[src/rtl/assert_macros.svh]
// Assertion helpers for the RTL files.
// Every property is sampled on the rising clock edge and ignored while reset is active.
`ifndef ASSERT_MACROS_SVH
`define ASSERT_MACROS_SVH

// Checks a property on clk_i, disabled while rst_ni is low.
`define ASSERT_CLK(lbl, prop) \
  lbl: assert property (@(posedge clk_i) disable iff (!rst_ni) (prop)) \
    else $error("assertion failed");

// Same check as above, with a message given by the caller.
`define ASSERT_CLK_MSG(lbl, prop, msg) \
  lbl: assert property (@(posedge clk_i) disable iff (!rst_ni) (prop)) \
    else $error(msg);

`endif

[src/rtl/gdd_pkg.sv]
package gdd_pkg;

  // Field widths.
  localparam int unsigned YEAR_BITS = 16;
  localparam int unsigned MONTH_W   = 4;
  localparam int unsigned DAY_W     = 5;
  localparam int unsigned HOUR_W    = 5;
  localparam int unsigned MIN_W     = 6;
  localparam int unsigned DAYS_W    = 26;
  localparam int unsigned DN_W      = 26;
  localparam int unsigned MOFF_W    = 9;

  // Validation limits.
  localparam logic [HOUR_W-1:0] MAX_HOUR = 5'd23;
  localparam logic [MIN_W-1:0]  MAX_MIN  = 6'd59;
  localparam logic [DAY_W-1:0]  FEB_LEAP_LEN = 5'd29;
  localparam logic [MONTH_W-1:0] MONTH_JAN = 4'd1;
  localparam logic [MONTH_W-1:0] MONTH_FEB = 4'd2;
  localparam logic [MONTH_W-1:0] MONTH_DEC = 4'd12;

  // Division by 25 as a multiply by a reciprocal. The error term stays below
  // one twenty-fifth for dividends up to 2^14, which covers a 16-bit year shifted by two.
  localparam int unsigned RECIP_W     = 13;
  localparam logic [RECIP_W-1:0] RECIP25 = 13'd5243;
  localparam int unsigned RECIP_SHIFT = 17;
  localparam int unsigned Y4_W    = YEAR_BITS - 2;
  localparam int unsigned Y16_W   = YEAR_BITS - 4;
  localparam int unsigned P100_W  = Y4_W + RECIP_W;
  localparam int unsigned P400_W  = Y16_W + RECIP_W;
  localparam int unsigned Q100_W  = P100_W - RECIP_SHIFT;
  localparam int unsigned Q400_W  = P400_W - RECIP_SHIFT;

  // Day-number constants.
  localparam logic [DN_W-1:0] DAYS_PER_YEAR = 26'd365;
  localparam logic [DN_W-1:0] DN_OFFSET     = 26'd58;

  typedef logic signed [DN_W-1:0] dnum_t;

  // Per-operand result of the date unit.
  typedef struct packed {
    logic  ok;
    dnum_t dn;
  } date_res_t;

  // Time-of-day comparison of the two operands.
  typedef struct packed {
    logic end_later;
    logic start_later;
  } tcmp_t;

  // Length of a month in a common year; zero for codes that are no month.
  function automatic logic [DAY_W-1:0] month_len(input logic [MONTH_W-1:0] mo);
    logic [DAY_W-1:0] len;
    unique case (mo)
      4'd1, 4'd3, 4'd5, 4'd7, 4'd8, 4'd10, 4'd12: len = 5'd31;
      4'd4, 4'd6, 4'd9, 4'd11:                    len = 5'd30;
      4'd2:                                       len = 5'd28;
      default:                                    len = '0;
    endcase
    return len;
  endfunction

  // Days from 1 March to the first of the month, with January and February
  // counted at the end of the previous year.
  function automatic logic [MOFF_W-1:0] month_off(input logic [MONTH_W-1:0] mo);
    logic [MOFF_W-1:0] off;
    unique case (mo)
      4'd3:    off = 9'd0;
      4'd4:    off = 9'd31;
      4'd5:    off = 9'd61;
      4'd6:    off = 9'd92;
      4'd7:    off = 9'd122;
      4'd8:    off = 9'd153;
      4'd9:    off = 9'd184;
      4'd10:   off = 9'd214;
      4'd11:   off = 9'd245;
      4'd12:   off = 9'd275;
      4'd1:    off = 9'd306;
      4'd2:    off = 9'd337;
      default: off = '0;
    endcase
    return off;
  endfunction

endpackage

[src/rtl/gdd_date_unit.sv]
module gdd_date_unit (
  input  logic                             clk_i,
  input  logic                             en1_i,
  input  logic                             en2_i,
  input  logic [gdd_pkg::YEAR_BITS-1:0]    year_i,
  input  logic [gdd_pkg::MONTH_W-1:0]      month_i,
  input  logic [gdd_pkg::DAY_W-1:0]        day_i,
  input  logic [gdd_pkg::HOUR_W-1:0]       hour_i,
  input  logic [gdd_pkg::MIN_W-1:0]        minute_i,
  output gdd_pkg::date_res_t               res_o
);
  import gdd_pkg::*;

  // Stage one: range checks, year shift for January and February, and the
  // reciprocal multiplies for the century terms.
  logic                  early;
  logic                  neg;
  logic [YEAR_BITS:0]    y_ext;
  logic [YEAR_BITS-1:0]  yabs;
  logic [P100_W-1:0]     p100;
  logic [P400_W-1:0]     p400;
  logic [P100_W-1:0]     p25yr;

  logic                  time_ok_q, mon_ok_q, feb_q, neg_q, corr_q;
  logic                  div4_q;
  logic [DAY_W-1:0]      day_q, mlen_q;
  logic [YEAR_BITS-1:0]  yr_q, yabs_q;
  logic [Q100_W-1:0]     q100_q, q25yr_q;
  logic [Q400_W-1:0]     q400_q;
  logic [MOFF_W-1:0]     moff_q;

  assign early = (month_i <= MONTH_FEB);
  assign y_ext = {1'b0, year_i} - (YEAR_BITS+1)'(early);
  assign neg   = (year_i == '0) && early;
  assign yabs  = neg ? '0 : y_ext[YEAR_BITS-1:0];
  assign p100  = P100_W'(yabs[YEAR_BITS-1:2]) * P100_W'(RECIP25);
  assign p400  = P400_W'(yabs[YEAR_BITS-1:4]) * P400_W'(RECIP25);
  assign p25yr = P100_W'(year_i[YEAR_BITS-1:2]) * P100_W'(RECIP25);

  always_ff @(posedge clk_i) begin
    if (en1_i) begin
      time_ok_q <= (hour_i <= MAX_HOUR) && (minute_i <= MAX_MIN);
      mon_ok_q  <= (month_i >= MONTH_JAN) && (month_i <= MONTH_DEC);
      feb_q     <= (month_i == MONTH_FEB);
      neg_q     <= neg;
      corr_q    <= (year_i == '0) && !early;
      div4_q    <= (year_i[1:0] == 2'b00);
      day_q     <= day_i;
      mlen_q    <= month_len(month_i);
      yr_q      <= year_i;
      yabs_q    <= yabs;
      q100_q    <= p100[P100_W-1:RECIP_SHIFT];
      q400_q    <= p400[P400_W-1:RECIP_SHIFT];
      q25yr_q   <= p25yr[P100_W-1:RECIP_SHIFT];
      moff_q    <= month_off(month_i);
    end
  end

  // Stage two: leap-year rule, day-of-month check and the day-number sum.
  logic             mod100;
  logic             mod400;
  logic             leap;
  logic [DAY_W-1:0] len;
  logic             ok;
  logic [DN_W-1:0]  dn;
  date_res_t        res_q;

  assign mod100 = div4_q && ((Y4_W'(q25yr_q) * Y4_W'(25)) == yr_q[YEAR_BITS-1:2]);
  assign mod400 = mod100 && (q25yr_q[1:0] == 2'b00);
  assign leap   = div4_q && !(mod100 && !mod400);
  assign len    = (feb_q && leap) ? FEB_LEAP_LEN : mlen_q;
  assign ok     = time_ok_q && mon_ok_q && (day_q != '0) && (day_q <= len);
  assign dn     = DN_W'(yabs_q) * DAYS_PER_YEAR
                + DN_W'(yabs_q[YEAR_BITS-1:2])
                - DN_W'(q100_q)
                + DN_W'(q400_q)
                + DN_W'(day_q)
                + DN_W'(moff_q)
                + DN_OFFSET
                + DN_W'(corr_q)
                - (neg_q ? DAYS_PER_YEAR : '0);

  always_ff @(posedge clk_i) begin
    if (en2_i) begin
      res_q.ok <= ok;
      res_q.dn <= dnum_t'(dn);
    end
  end

  assign res_o = res_q;

endmodule

[src/rtl/gdd_diff.sv]
module gdd_diff (
  input  logic                          clk_i,
  input  logic                          en3_i,
  input  logic                          en4_i,
  input  gdd_pkg::date_res_t            end_res_i,
  input  gdd_pkg::date_res_t            start_res_i,
  input  gdd_pkg::tcmp_t                tcmp_i,
  output logic                          valid_res_o,
  output logic signed [gdd_pkg::DAYS_W-1:0] days_o
);
  import gdd_pkg::*;

  // Stage three: raw difference of the day numbers.
  dnum_t diff_q;
  logic  ok_q;
  tcmp_t tcmp_q;

  always_ff @(posedge clk_i) begin
    if (en3_i) begin
      diff_q <= end_res_i.dn - start_res_i.dn;
      ok_q   <= end_res_i.ok && start_res_i.ok;
      tcmp_q <= tcmp_i;
    end
  end

  // Stage four: truncate toward zero by the time of day, zero when invalid.
  logic                     pos;
  logic                     negd;
  logic signed [DAYS_W-1:0] adj;
  logic                     valid_q;
  logic signed [DAYS_W-1:0] days_q;

  assign pos  = !diff_q[DN_W-1] && (diff_q != '0);
  assign negd = diff_q[DN_W-1];

  always_comb begin
    priority if (pos && tcmp_q.start_later) begin
      adj = DAYS_W'(diff_q - dnum_t'(1));
    end else if (negd && tcmp_q.end_later) begin
      adj = DAYS_W'(diff_q + dnum_t'(1));
    end else begin
      adj = DAYS_W'(diff_q);
    end
  end

  always_ff @(posedge clk_i) begin
    if (en4_i) begin
      valid_q <= ok_q;
      days_q  <= ok_q ? adj : '0;
    end
  end

  assign valid_res_o = valid_q;
  assign days_o      = days_q;

endmodule

[src/rtl/gregorian_date_difference_days.sv]
// Whole days elapsed between two Gregorian date-times, end minus start,
// truncated toward zero by the time of day; valid_res is low and days is
// zero when either operand fails validation. The block takes one beat per
// cycle unless a full pipeline is stalled, and delivers each result through
// four register stages (decode and divide-by-25 multiplies, day-number sum,
// subtraction, time-of-day adjustment). A stalled output holds the pipeline
// back one stage at a time, so empty stages keep accepting beats.
`include "assert_macros.svh"

module gregorian_date_difference_days (
  input  logic        clk_i,
  input  logic        rst_ni,
  input  logic        s_axis_tvalid_i,
  output logic        s_axis_tready_o,
  // Fields from bit 0 up: end_year[15:0], end_month[19:16], end_day[24:20],
  // end_hour[29:25], end_minute[35:30], start_year[51:36], start_month[55:52],
  // start_day[60:56], start_hour[65:61], start_minute[71:66].
  input  logic [71:0] s_axis_tdata_i,
  output logic        m_axis_tvalid_o,
  input  logic        m_axis_tready_i,
  // Fields from bit 0 up: days[25:0] (signed), zero fill [31:26].
  output logic [31:0] m_axis_tdata_o,
  // Fields from bit 0 up: valid_res[0].
  output logic [0:0]  m_axis_tuser_o
);
  import gdd_pkg::*;

  // Unpack the input beat.
  logic [YEAR_BITS-1:0] end_year, start_year;
  logic [MONTH_W-1:0]   end_month, start_month;
  logic [DAY_W-1:0]     end_day, start_day;
  logic [HOUR_W-1:0]    end_hour, start_hour;
  logic [MIN_W-1:0]     end_minute, start_minute;

  assign end_year     = s_axis_tdata_i[15:0];
  assign end_month    = s_axis_tdata_i[19:16];
  assign end_day      = s_axis_tdata_i[24:20];
  assign end_hour     = s_axis_tdata_i[29:25];
  assign end_minute   = s_axis_tdata_i[35:30];
  assign start_year   = s_axis_tdata_i[51:36];
  assign start_month  = s_axis_tdata_i[55:52];
  assign start_day    = s_axis_tdata_i[60:56];
  assign start_hour   = s_axis_tdata_i[65:61];
  assign start_minute = s_axis_tdata_i[71:66];

  // Stage enables: a stage loads when it is empty or the next one loads.
  logic v1_q, v2_q, v3_q, v4_q;
  logic en1, en2, en3, en4;

  assign en4 = !v4_q || m_axis_tready_i;
  assign en3 = !v3_q || en4;
  assign en2 = !v2_q || en3;
  assign en1 = !v1_q || en2;

  always_ff @(posedge clk_i or negedge rst_ni) begin
    if (!rst_ni) begin
      v1_q <= 1'b0;
      v2_q <= 1'b0;
      v3_q <= 1'b0;
      v4_q <= 1'b0;
    end else begin
      if (en1) v1_q <= s_axis_tvalid_i;
      if (en2) v2_q <= v1_q;
      if (en3) v3_q <= v2_q;
      if (en4) v4_q <= v3_q;
    end
  end

  // Time-of-day comparison, carried alongside the date units.
  tcmp_t tcmp_d, tcmp1_q, tcmp2_q;

  assign tcmp_d.end_later   = (end_hour > start_hour) ||
                              ((end_hour == start_hour) && (end_minute > start_minute));
  assign tcmp_d.start_later = (start_hour > end_hour) ||
                              ((start_hour == end_hour) && (start_minute > end_minute));

  always_ff @(posedge clk_i) begin
    if (en1) tcmp1_q <= tcmp_d;
    if (en2) tcmp2_q <= tcmp1_q;
  end

  // One date unit per operand.
  date_res_t end_res, start_res;

  gdd_date_unit u_end (
    .clk_i    (clk_i),
    .en1_i    (en1),
    .en2_i    (en2),
    .year_i   (end_year),
    .month_i  (end_month),
    .day_i    (end_day),
    .hour_i   (end_hour),
    .minute_i (end_minute),
    .res_o    (end_res)
  );

  gdd_date_unit u_start (
    .clk_i    (clk_i),
    .en1_i    (en1),
    .en2_i    (en2),
    .year_i   (start_year),
    .month_i  (start_month),
    .day_i    (start_day),
    .hour_i   (start_hour),
    .minute_i (start_minute),
    .res_o    (start_res)
  );

  // Difference and time-of-day adjustment.
  logic                     valid_res;
  logic signed [DAYS_W-1:0] days;

  gdd_diff u_diff (
    .clk_i       (clk_i),
    .en3_i       (en3),
    .en4_i       (en4),
    .end_res_i   (end_res),
    .start_res_i (start_res),
    .tcmp_i      (tcmp2_q),
    .valid_res_o (valid_res),
    .days_o      (days)
  );

  assign s_axis_tready_o   = en1;
  assign m_axis_tvalid_o   = v4_q;
  assign m_axis_tdata_o    = {{(32-DAYS_W){1'b0}}, days};
  assign m_axis_tuser_o[0] = valid_res;

  // An invalid operand always yields zero days.
  `ASSERT_CLK(a_invalid_zero, (m_axis_tvalid_o && !m_axis_tuser_o[0]) |-> (days == '0))

  // The span of a 16-bit year range never reaches the edge of the days field.
  `ASSERT_CLK_MSG(a_days_range,
    m_axis_tvalid_o |-> ((days <= 26'sd24000000) && (days >= -26'sd24000000)),
    "days out of range")

  // A full pipeline behind a stalled output refuses new beats.
  `ASSERT_CLK(a_full_stall, (v1_q && v2_q && v3_q && v4_q && !m_axis_tready_i) |-> !s_axis_tready_o)

endmodule

[config.mk]
export PLATFORM = sky130hd
export DESIGN_NAME = gregorian_date_difference_days
export DESIGN_NICKNAME = d
export VERILOG_FILES = /design/src/rtl/gdd_pkg.sv /design/src/rtl/gdd_date_unit.sv /design/src/rtl/gdd_diff.sv /design/src/rtl/gregorian_date_difference_days.sv
export VERILOG_INCLUDE_DIRS = /design/src /design/src/rtl
export SDC_FILE = /design/constraint.sdc
export NUM_CORES = 2
export LEC_CHECK = 0
export CELL_PAD_IN_SITES_DETAIL_PLACEMENT = 0
export CELL_PAD_IN_SITES_GLOBAL_PLACEMENT = 1
export CORE_UTILIZATION = 55
export DETAILED_ROUTE_END_ITERATION = 16
export DONT_BUFFER_PORTS = 1
export PLACE_DENSITY = 0.94
export SYNTH_ARGS = -nofsm -noshare
export SYNTH_HDL_FRONTEND = slang
export SYNTH_HIERARCHICAL = 1
export SYNTH_SLANG_ARGS = --single-unit
[constraint.sdc]
create_clock -name clk_i -period 16.8 [get_ports clk_i]
set_input_delay 1.68 -clock clk_i [delete_from_list [all_inputs] [get_ports clk_i]]
set_output_delay 1.68 -clock clk_i [all_outputs]
set_load 0.05 [all_outputs]
==> results.tsv <==
stage	metric	value	unit
worst_setup_path	delay-heaviest family, CP	adder cells	
logic_synthesis	Post-synth EDFFs	276	
clocking	PostCTS Resize Cnt	0	
global_routing	largest net degree at the start of global routing	74	
worst_setup_path	CP bufs+invs	3	
floorplanning	core area	77700	um^2
hold_path	hold depth	0	
floorplanning	Die W	283	um
clocking	CTS tree	yes	
logic_synthesis	Main synth FF type	edfxtp_1	
logic_synthesis	top-count cell post-synth	inv_1	
logic_synthesis	synth top area cells	ha_1 (27%), fa_1 (26%), edfxtp_1 (19%)	
clocking	clk_lat worst skew	0.55	ns
logic_synthesis	Async SR Flop Fraction	1.43	%
logic_synthesis	Gate Count Post-Synth	4153	
clocking	CTS hold repair buffers	0	
logic_synthesis	Distinct cells, synth	94	
logic_synthesis	top-area cell type share of the netlist area	26.6	%
floorplanning	Die Span Y	283	um
worst_setup_path	CP startpoint kind	input pin	
global_routing	first-pass GRT wire length	145000	um
drt	drt drc	0	
job	count of max-cap constraint violations	0	
worst_setup_path	reg2reg path depth	17	
placed_design	Detail Placement HPWL	75300	um
global_routing	number of global-route vias before repair	29148	
worst_setup_path	CP Data Arrival Time	9.07	ns
placed_design	Port Buffer Count	0	
logic_synthesis	commonest cells in the netlist	inv_1 (1131), ha_1 (922), fa_1 (555)	
timing	Final setup violation count	0	
worst_setup_path	slowest stage cell on the critical path	a21boi_0	
clocking	CTS H-Tree Depth	2	
clocking	Root Driver	clkbuf_16	
drt	overall routed net length	87000	um
logic_synthesis	dominant cell type by area after synthesis	ha_1	
timing	Final Skew	0.0279	ns
logic_synthesis	sequential share of the synthesized area	19.3	%
worst_setup_path	Critical Path Max Stage Delay	0.60	ns
drt	Detailed Route Iter0 Violations	1304	
global_routing	GR Overflow Total	0	
clocking	clk buf depth	3	
worst_setup_path	r2r setup slk	10.81	ns
global_routing	GRT Resource Usage Total	22.8	%
clocking	clk sinks	280	
clocking	Clock transition at path regs	0.06	ns
worst_setup_path	RR Endpoint	u_end/res_o[24]$_DFFE_PP_	
drt	number of vias in the routed layout	27764	
cells_and_area	synthesis-to-finish area growth	5.57	%
worst_setup_path	endpoint class of the critical path	register	
drt	Routed Antenna Nets	0	
cells_and_area	fill count	6326	
drt	WL per Instance	16.6	um
hold_path	min-delay worst type	reg -> reg	
clocking	post-CTS setup buffer count	0	
worst_setup_path	most used cell, CP	fa_1	
cells_and_area	Nets	5722	
timing	worst-margin pin slew	1.17	ns
clocking	TritonCTS buffer count	36	
timing	Slew Limit Fails	0	
timing	setup TNS	0	ns
logic_synthesis	Cell Area, Synth	43400	um^2
timing	Final period util	52.2	%
drt	drt pass-1 iters	5	
worst_setup_path	largest fanout on the critical path	12	
logic_synthesis	Avg Cell Area, Syn	10.4	um^2
timing	unrepaired setup endpoints after global routing	false	
worst_setup_path	CP Class	in -> reg	
worst_setup_path	CP required	17.10	ns
timing	Slew Limit Headroom	22.0	%
drt	vias per cell	5.30	
placed_design	worst slack, placed	7.46	ns
timing	setup ws final	8.03	ns
logic_synthesis	Syn. warnings	6	
placed_design	routability cong.	0.918	
worst_setup_path	worst r2r src	u_end/yabs_q[5]$_DFFE_PP_	
floorplanning	Row Count	102	
hold_path	Worst Hold Endpoint	u_diff/tcmp_q[0]$_DFFE_PP_	
floorplanning	die area	80000	um^2
timing	Fin. Hold Viols	0	
hold_path	hold_sp	tcmp2_q[0]$_DFFE_PP_	
floorplanning	effective utilization at floorplan	55.8	%
timing	min cycle time layout	8.77	ns
cells_and_area	fraction of layout cells with a size suffix above 1	2.36	%
logic_synthesis	Yosys reg bits	280	
global_routing	antenna violations before repair	4	
timing	highest clock rate	0.114	GHz
floorplanning	Top Ports	111	
run_status	status	finished, final reports clean	
## worst reg2reg max path, cell delays in order, from the launching register on
cell,delay (ns)
edfxtp_1,0.55
fa_1,0.59
fa_1,0.42
ha_1,0.29
inv_1,0.05
fa_1,0.50
inv_1,0.07
fa_1,0.50
fa_1,0.54
fa_1,0.48
a21o_1,0.20
a41o_1,0.28
o211ai_1,0.23
nand3_1,0.18
a211oi_2,0.36
o21ai_0,0.17
a21oi_1,0.20
xnor2_1,0.11
## cell usage in the layout (no fill, tap or decap), types with 62 or more instances in the layout
cell / instances
inv_1: 1131
xnor2_1: 137
nand3_1: 62
nor2_1: 91
o21ai_0: 83
edfxtp_1: 276
ha_1: 922
xor2_1: 78
nand2_1: 139
fa_1: 555
a21o_1: 71
a21oi_1: 127
## worst max-delay path by stage
stage,from,end,slack (ns),cells after the start
final,s_axis_tdata_i[18],u_end/q100_q[7]$_DFFE_PP_,8.03,26
after global routing,s_axis_tdata_i[16],u_end/q100_q[9]$_DFFE_PP_,7.43,28
after CTS,s_axis_tdata_i[18],u_end/q100_q[7]$_DFFE_PP_,8.00,26
after detailed placement,s_axis_tdata_i[18],u_end/q100_q[7]$_DFFE_PP_,7.46,26
after global placement,s_axis_tdata_i[18],u_end/q100_q[9]$_DFFE_PP_,7.47,26
after floorplan,m_axis_tready_i,tcmp1_q[0]$_DFFE_PP_,7.70,2
## state kept, by name (all words and copies together) (netlist names), 2 cells and up
signal and cells:
u_start/mlen_q 3, u_start/q100_q 10, u_start/yr_q 14, u_end/q400_q 8, u_start/q400_q 8, u_end/q25yr_q 10
tcmp2_q 2, u_end/q100_q 10, u_end/mlen_q 3, u_diff/days_o 26, tcmp1_q 2, u_end/yabs_q 16
u_start/day_q 5, u_diff/tcmp_q 2, u_start/moff_q 9, u_start/res_o 27, u_end/day_q 5, u_end/moff_q 9
u_end/yr_q 14, u_start/q25yr_q 10, u_end/res_o 27, u_start/yabs_q 16, u_diff/diff_q 26
## final cells by class
class / count / area, um^2 / area share, %
inverters: 1132 / 4250 / 9.28
flip-flops and latches: 280 / 8390 / 18.3
well taps: 1040 / 1300 / 2.84
clock inverters: 24 / 312 / 0.681
repair buffers: 4 / 30.0 / 0.0656
clock buffers: 41 / 920 / 2.01
diodes: 1 / 2.50 / 0.00547
multi-input cells: 2715 / 30600 / 66.8
## cell families (layout without fill, tap and decap cells)
family,Yosys count,in the layout,synth area share (%)
and+or+nand+nor,520,520,6.09
muxes,3,3,0.156
AOI/OAI and AO/OA,494,494,7.62
DFF,280,280,19.3
adders and majority gates,1477,1477,52.2
other,1,7,0.00865
xor gates and xnor gates,215,215,4.34
buffers and inverters,1163,1201,10.2
## through the flow
stage / hold slack (ns) / instance area [um^2] / utilization, % / instances
after global routing: 0.424 / 45800 / 58.9 / 5237
after global placement: 0.403 / 44500 / 57.3 / 5171
final: 0.414 / 45800 / 58.9 / 5237
after detailed placement: 0.407 / 44500 / 57.3 / 5171
after CTS: 0.420 / 45800 / 58.9 / 5236
after floorplan: 0.400 / 43400 / - / 4158
## layer usage
metal  up-vias  global-route usage [%]  share of wire [%]
met2       453                    39.3                 49
met1     13614                    30.8                 46
met3       126                    2.21                3.1
li1      13567                       -                  -
met4         4                    5.84                2.3
met5         -                       0              0.031
Power is left out: the tool's default activity adds up to more than one toggle a clock period on the data nets, which glitch-free logic cannot reach.
